## src/rtl/mwm_pkg.sv

```systemverilog
`default_nettype none
package mwm_pkg;

	localparam int HASH_W     = 64;
	localparam int PORT_LANES = 4;
	localparam int WIN_REG_W  = 7;
	localparam int LANE_REG_W = 3;
	localparam int CFG_DATA_W = 7;

	typedef logic [HASH_W-1:0] hash_t;

	// configuration register indexes
	typedef enum logic [0:0] {
		REG_WINDOW_KMERS = 1'b0,
		REG_LANES_IN_USE = 1'b1
	} cfg_reg_t;

endpackage
`default_nettype wire

```

## src/rtl/mwm_cell.sv

```systemverilog
`default_nettype none
module mwm_cell #(
	parameter int LANES = 4
) (
	input  wire logic                        clk,
	input  wire logic                        en,
	input  wire mwm_pkg::hash_t [LANES-1:0]  hash_new,
	input  wire mwm_pkg::hash_t [LANES-1:0]  min_prev,
	output      mwm_pkg::hash_t [LANES-1:0]  min_q
);
	import mwm_pkg::*;

	// min of the newest item and the neighbor's prefix minimum, one depth deeper
	always_ff @(posedge clk) begin
		if (en) begin
			for (int l = 0; l < LANES; l++) begin
				min_q[l] <= (hash_new[l] < min_prev[l]) ? hash_new[l] : min_prev[l];
			end
		end
	end

endmodule
`default_nettype wire
```

## config.mk

```make
export PLATFORM = sky130hd
export DESIGN_NAME = mwm_cell
export DESIGN_NICKNAME = d
export VERILOG_FILES = /design/src/rtl/mwm_pkg.sv /design/src/rtl/mwm_cell.sv
export SDC_FILE = /design/constraint.sdc
export NUM_CORES = 1
export LEC_CHECK = 0
export BUFFER_PORTS_ARGS = -buffer_cell sky130_fd_sc_hd__buf_2
export CORE_AREA = 10 10 294 296
export DETAILED_ROUTE_END_ITERATION = 16
export DIE_AREA = 0 0 304 306
export GPL_TIMING_DRIVEN = 0
export PLACE_DENSITY_LB_ADDON = 0.3
export SLEW_MARGIN = 20
export SYNTH_ARGS = -nofsm -noshare
export SYNTH_HDL_FRONTEND = slang
export SYNTH_SLANG_ARGS = --single-unit
```

## constraint.sdc

```tcl
create_clock -name clk -period 3 [get_ports clk]
set_clock_uncertainty 0.05 [all_clocks]
set_input_delay 0.45 -clock clk [delete_from_list [all_inputs] [get_ports clk]]
set_output_delay 0.45 -clock clk [all_outputs]
set_load 0.05 [all_outputs]
```

Yosys cells after proc, flatten, opt, wreduce, memory -nomap -nowiden
Index checks and enable logic that the tools add are counted.
{"block": "totals", "output_inout_bits": 256, "word_cells": 12, "in_bits": 514, "regBits": 256}
{"block": "op_classes", "n_lt_le_gt_ge": 4, "muxes": 4}
{"cell": "$lt A64 B64 Y1", "n": 4}
{"cell": "$mux W64", "n": 4}

Logic depth before layout (Yosys ltp)
{"block": "depth", "word_depth": 2, "mapped_depth": 11}

Worst setup path before layout
No wires, ideal clock.
{"block": "synth_timing", "path_type": "input-to-reg", "from": "input port min_prev[94] in the netlist's numbering", "to": "register min_q[100] in the netlist's numbering, data pin", "slack_ns": -0.242, "path_buffers": 1, "arrival_ns": 2.931, "cell_stages": 10, "setup_ns": 0.260, "path_cell_list": "inv_1 -> ha_1 -> and4_2 -> a221o_1 -> a221o_1 -> a2111oi_2 -> o21ai_1 -> a21oi_4 -> buf_8 -> mux2_4"}
{"block": "synth_via", "elab_chain_len": 2}
{"item": "from (decl)", "line_no": "mwm_cell.sv:8", "rtl": "input wire mwm_pkg::hash_t [LANES-1:0] min_prev,"}
{"item": "$lt A64 B64 Y1", "line_no": "mwm_cell.sv:17", "rtl": "min_q[l] <= (hash_new[l] < min_prev[l]) ? hash_new[l] : min_prev[l];"}
{"item": "$mux W64", "line_no": "mwm_cell.sv:17"}
{"item": "to (signal, indexed assignment)", "line_no": "mwm_cell.sv:17"}
{"item": "to (decl)", "line_no": "mwm_cell.sv:9", "rtl": "output mwm_pkg::hash_t [LANES-1:0] min_q"}
No other way between the ends.
A chain may end at the register's enable or synchronous reset.

Final worst setup path
{"block": "layout_timing", "from": "input port min_prev[197] in the netlist's numbering", "to": "register min_q[215] in the netlist's numbering, data pin"}
Same word-level chain as after synthesis.

==> qor.json <==
{
  "placement": {
    "dp.cells": 3249,
    "placement.cell_area_um2": 22700,
    "dp.final_hpwl_um": 58800,
    "portBuffers": 769,
    "finalWeightedCongestion": 0.920
  },
  "power_and_ir_drop": {
    "comb_power_share": 0.320,
    "share_clk_of_total_power": 0.328,
    "static-leakage-power_nw": 11.7,
    "power.share.switching": 0.353,
    "power-per-cell-area_nw_per_um2": 535,
    "seq_power_share": 0.351,
    "power.switching_mw": 4.55,
    "total_power_mw": 12.9,
    "cell_internal_pwr_mw": 8.36,
    "max-vdd-ir-drop_mv": 0.384
  },
  "drt": {
    "via_per_inst": 4.23,
    "drc": 0,
    "routed-via-count": 14100,
    "postRouteWirelength_um": 68900,
    "avgRoutedWirePerCell_um": 20.7,
    "drt-initial-drc-count": 616,
    "drtPass1Iterations": 4,
    "route.antenna.remaining_nets": 0
  },
  "synth": {
    "synth_top_family_by_area": "adder cells",
    "post_synth_instance_area_um2": 17300,
    "netlist_top_cells_area": "sky130_fd_sc_hd__edfxtp_1 (44%), sky130_fd_sc_hd__ha_1 (18%), sky130_fd_sc_hd__mux2_2 (13%), sky130_fd_sc_hd__inv_1 (5.6%), sky130_fd_sc_hd__mux2_4 (5.2%)",
    "synth-edff-count": 256,
    "synth_fa_ha_area_frac": 0.182,
    "dominantRegCellSynth": "sky130_fd_sc_hd__edfxtp_1",
    "synth.yosys.warnings": 0,
    "synth.mux.area_fraction": 0.180,
    "synthesis.nets": 2181,
    "post_synth.cell_area_avg_um2": 12.2,
    "yosys.area_share.simple": 0.0460,
    "synth-compound-area-share": 0.0772,
    "netlist.top_cell.by_area": "sky130_fd_sc_hd__edfxtp_1",
    "yosysTopAreaCellShare": 0.445,
    "yosysUniqueCellTypes": 40,
    "ys_ff_latch": 256,
    "synth_cells": 1415,
    "synth-xor-area-share": 0,
    "share_of_synthesized_flip_flops_with_an_asynchronous_set_or_reset": 0,
    "synth_sequential_area_ratio": 0.445
  },
  "min_path": {
    "holdCritPathClass": "in2reg",
    "holdPathStages": 2,
    "min_delay_worst_endpoint": "min_q[26]",
    "timing.hold.worst.start": "min_prev[26]"
  },
  "die": {
    "die_width_um": 304,
    "core_region_area_um2": 80300,
    "die_h_um": 306,
    "start_util": 0.215,
    "dieArea_um2": 93000,
    "placement_rows": 104,
    "boundaryPins": 770
  },
  "grt": {
    "use_met3": 0.0504,
    "first_global_vias": 15000,
    "gr-usage-met1": 0.146,
    "grt.met2_usage": 0.264,
    "grt_busiest_layer": "met2",
    "grt_antenna_before_repair": 28,
    "track_usage": 0.141,
    "global_route_overflow": 0,
    "grt_max_degree": 86,
    "first_pass_grt_wire_length_um": 99300
  },
  "cts": {
    "cts_max_level": 2,
    "clock_sinks": 256,
    "tritoncts": "yes",
    "clk_root_buffer_cell": "sky130_fd_sc_hd__clkbuf_16",
    "clockBufferDepth": 3,
    "register_clock_pin_slew_on_the_reported_worst_setup_and_hold_paths_ns": 0.06,
    "tritoncts.num_buffers": 36
  },
  "worst_setup_path": {
    "worst-path-max-fanout": 10,
    "path_buf_inv": 6,
    "critPathMaxStageDelay_ns": 0.35,
    "required_ns": 3.22,
    "worst_setup_path_start_kind": "input pin",
    "worst_ep_arrival_time_ns": 3.18,
    "critPathTopFamily": "compound AO/OA/AOI/OAI gates",
    "critPathKind": "in2reg",
    "path_cells": "buf_2 -> inv_1 -> ha_1 -> a2111oi_0 -> o21ai_1 -> a2111oi_2 -> buf_2 -> o31ai_1 -> a211oi_2 -> buf_4 -> o21ai_4 -> buf_12 -> buf_6 -> mux2_2",
    "endpoint_kind": "flop",
    "path_common_cell": "sky130_fd_sc_hd__buf_2",
    "cp_slowest_cell": "sky130_fd_sc_hd__a2111oi_2"
  },
  "sta": {
    "final-max-slew-violation-count": 0,
    "finalSetupViolCount": 0,
    "post-route-min-period_ns": 2.96,
    "hold_viol": 0,
    "maxClockFrequency_ghz": 0.338,
    "period_share": 0.988,
    "worst_slew_margin_rel": 0.587,
    "tightestPinTransition_ns": 0.611
  },
  "final_layout": {
    "final_area_um2": 24100,
    "final_core_utilization": 0.300,
    "registers.top_by_ff_count": "min_q",
    "num-fill-cells": 8468,
    "layout-drive-gt1-share": 0.509,
    "syn_to_final_growth_pct": 39.5,
    "final_cells": 3332,
    "layout_top_registers": "min_q: 256 flops",
    "largest_register_ff_count": 256,
    "final_net_count": 3005
  },
  "status": {
    "result_of_the_run": "complete, no violations"
  },
  "run": {
    "max_cap_viol_count": 0
  }
}
## per-stage QoR
stage / TNS (ns) / setup slack, ns / hold slack, ns
global route: -0.0853 / -0.0147 / 0.138
floorplan: -6.82 / -0.114 / 0.512
detailed placement: -288.56 / -1.52 / 0.707
CTS: 0 / 0.00368 / 0.112
finish: 0 / 0.0372 / 0.170
global placement: -1091.59 / -2.86 / 0.717
## cell usage in the layout, fill, tap and decap left out, types with 6 or more instances in the layout
master / instances
sky130_fd_sc_hd__mux2_2: 196
sky130_fd_sc_hd__clkbuf_16: 37
sky130_fd_sc_hd__buf_2: 771
sky130_fd_sc_hd__a221o_1: 6
sky130_fd_sc_hd__nand3_1: 18
sky130_fd_sc_hd__mux2_4: 60
sky130_fd_sc_hd__nand2_1: 50
sky130_fd_sc_hd__nor2_1: 30
sky130_fd_sc_hd__inv_1: 250
sky130_fd_sc_hd__a21o_1: 27
sky130_fd_sc_hd__clkinv_1: 12
sky130_fd_sc_hd__a221oi_1: 6
sky130_fd_sc_hd__ha_1: 244
sky130_fd_sc_hd__o21ai_0: 42
sky130_fd_sc_hd__buf_8: 8
sky130_fd_sc_hd__edfxtp_1: 256
sky130_fd_sc_hd__nor3_1: 7
sky130_fd_sc_hd__ha_4: 7
sky130_fd_sc_hd__nand4_1: 31
sky130_fd_sc_hd__a21oi_1: 72
sky130_fd_sc_hd__a211oi_1: 12
sky130_fd_sc_hd__buf_6: 11
sky130_fd_sc_hd__buf_4: 10
sky130_fd_sc_hd__diode_2: 7
sky130_fd_sc_hd__and4_1: 9
## worst max-delay path by stage
stage / start / cells past startpoint / slack, ns / endpoint
5_1_grt: min_prev[207] / 13 / -0.01 / min_q[244]
2_1_floorplan: hash_new[94] / 9 / -0.11 / min_q[100]
3_5_place_dp: min_prev[17] / 12 / -1.52 / min_q[15]
3_3_place_gp: en / 1 / -2.86 / min_q[48]
4_1_cts: min_prev[197] / 13 / 0.004 / min_q[210]
6_report: min_prev[197] / 14 / 0.04 / min_q[215]
## power by group through the flow
| stage | Clock (mW) | Sequential, mW | Combinational (mW) |
|---|---|---|---|
| after floorplan | 0 | 5.99 | 1.29 |
| after global placement | 0 | 4.63 | 4.06 |
| after detailed placement | 0 | 4.61 | 4.08 |
| after CTS | 4.43 | 4.54 | 4.17 |
| after global routing | 4.52 | 4.57 | 4.44 |
| final | 4.24 | 4.54 | 4.14 |
## Yosys cell counts, types with 3 or more instances
library cell,n
sky130_fd_sc_hd__edfxtp_1,256
sky130_fd_sc_hd__inv_1,256
sky130_fd_sc_hd__ha_1,252
sky130_fd_sc_hd__mux2_2,196
sky130_fd_sc_hd__a21oi_1,75
sky130_fd_sc_hd__mux2_4,60
sky130_fd_sc_hd__nand2_1,50
sky130_fd_sc_hd__o21ai_0,47
sky130_fd_sc_hd__nand4_1,31
sky130_fd_sc_hd__nor2_1,30
sky130_fd_sc_hd__a21o_1,27
sky130_fd_sc_hd__nand3_1,18
sky130_fd_sc_hd__a211oi_1,16
sky130_fd_sc_hd__buf_6,12
sky130_fd_sc_hd__and4_1,9
sky130_fd_sc_hd__a2111oi_0,8
sky130_fd_sc_hd__nor3_1,7
sky130_fd_sc_hd__a221o_1,6
sky130_fd_sc_hd__a221oi_1,6
sky130_fd_sc_hd__buf_8,6
sky130_fd_sc_hd__clkbuf_1,6
sky130_fd_sc_hd__o211ai_1,5
sky130_fd_sc_hd__a31oi_1,4
sky130_fd_sc_hd__and3_1,3
sky130_fd_sc_hd__nand2b_1,3
sky130_fd_sc_hd__o21a_1,3
sky130_fd_sc_hd__o31ai_1,3
## layer usage
layer,routed length (um),vias up
met5,138,-
met4,2040,24
met3,5640,113
met2,36000,512
met1,25100,6555
li1,-,6883
## cells by family after synthesis
logic type	after synthesis
AND/OR/NAND/NOR	159
AO/OA/AOI/OAI	212
adder cells (fa/ha/maj)	252
flip-flops	256
multiplexers	256
buffers and inverters	280
## what timing repair did
item                                    in CTS  in global routing
pin swaps                                    6                  5
hold buffers                                 0                  0
setup buffers                               10                  1
resized for setup                           36                 15
cloned                                       1                  0
endpoints found under the setup margin     256                246
## area by class of cell
type,count,area (um2),area share
Multi-Input combinational cell,880,8660,0.359
Sequential cell,256,7690,0.319
Timing Repair Buffer,785,4060,0.168
Tap cell,1060,1330,0.0550
Inverter,256,971,0.0403
Clock buffer,39,933,0.0387
Buffer,24,267,0.0111
Clock inverter,25,198,0.00820
Antenna cell,7,17.5,0.000726
No activity file was read; power rests on OpenSTA's default activity.
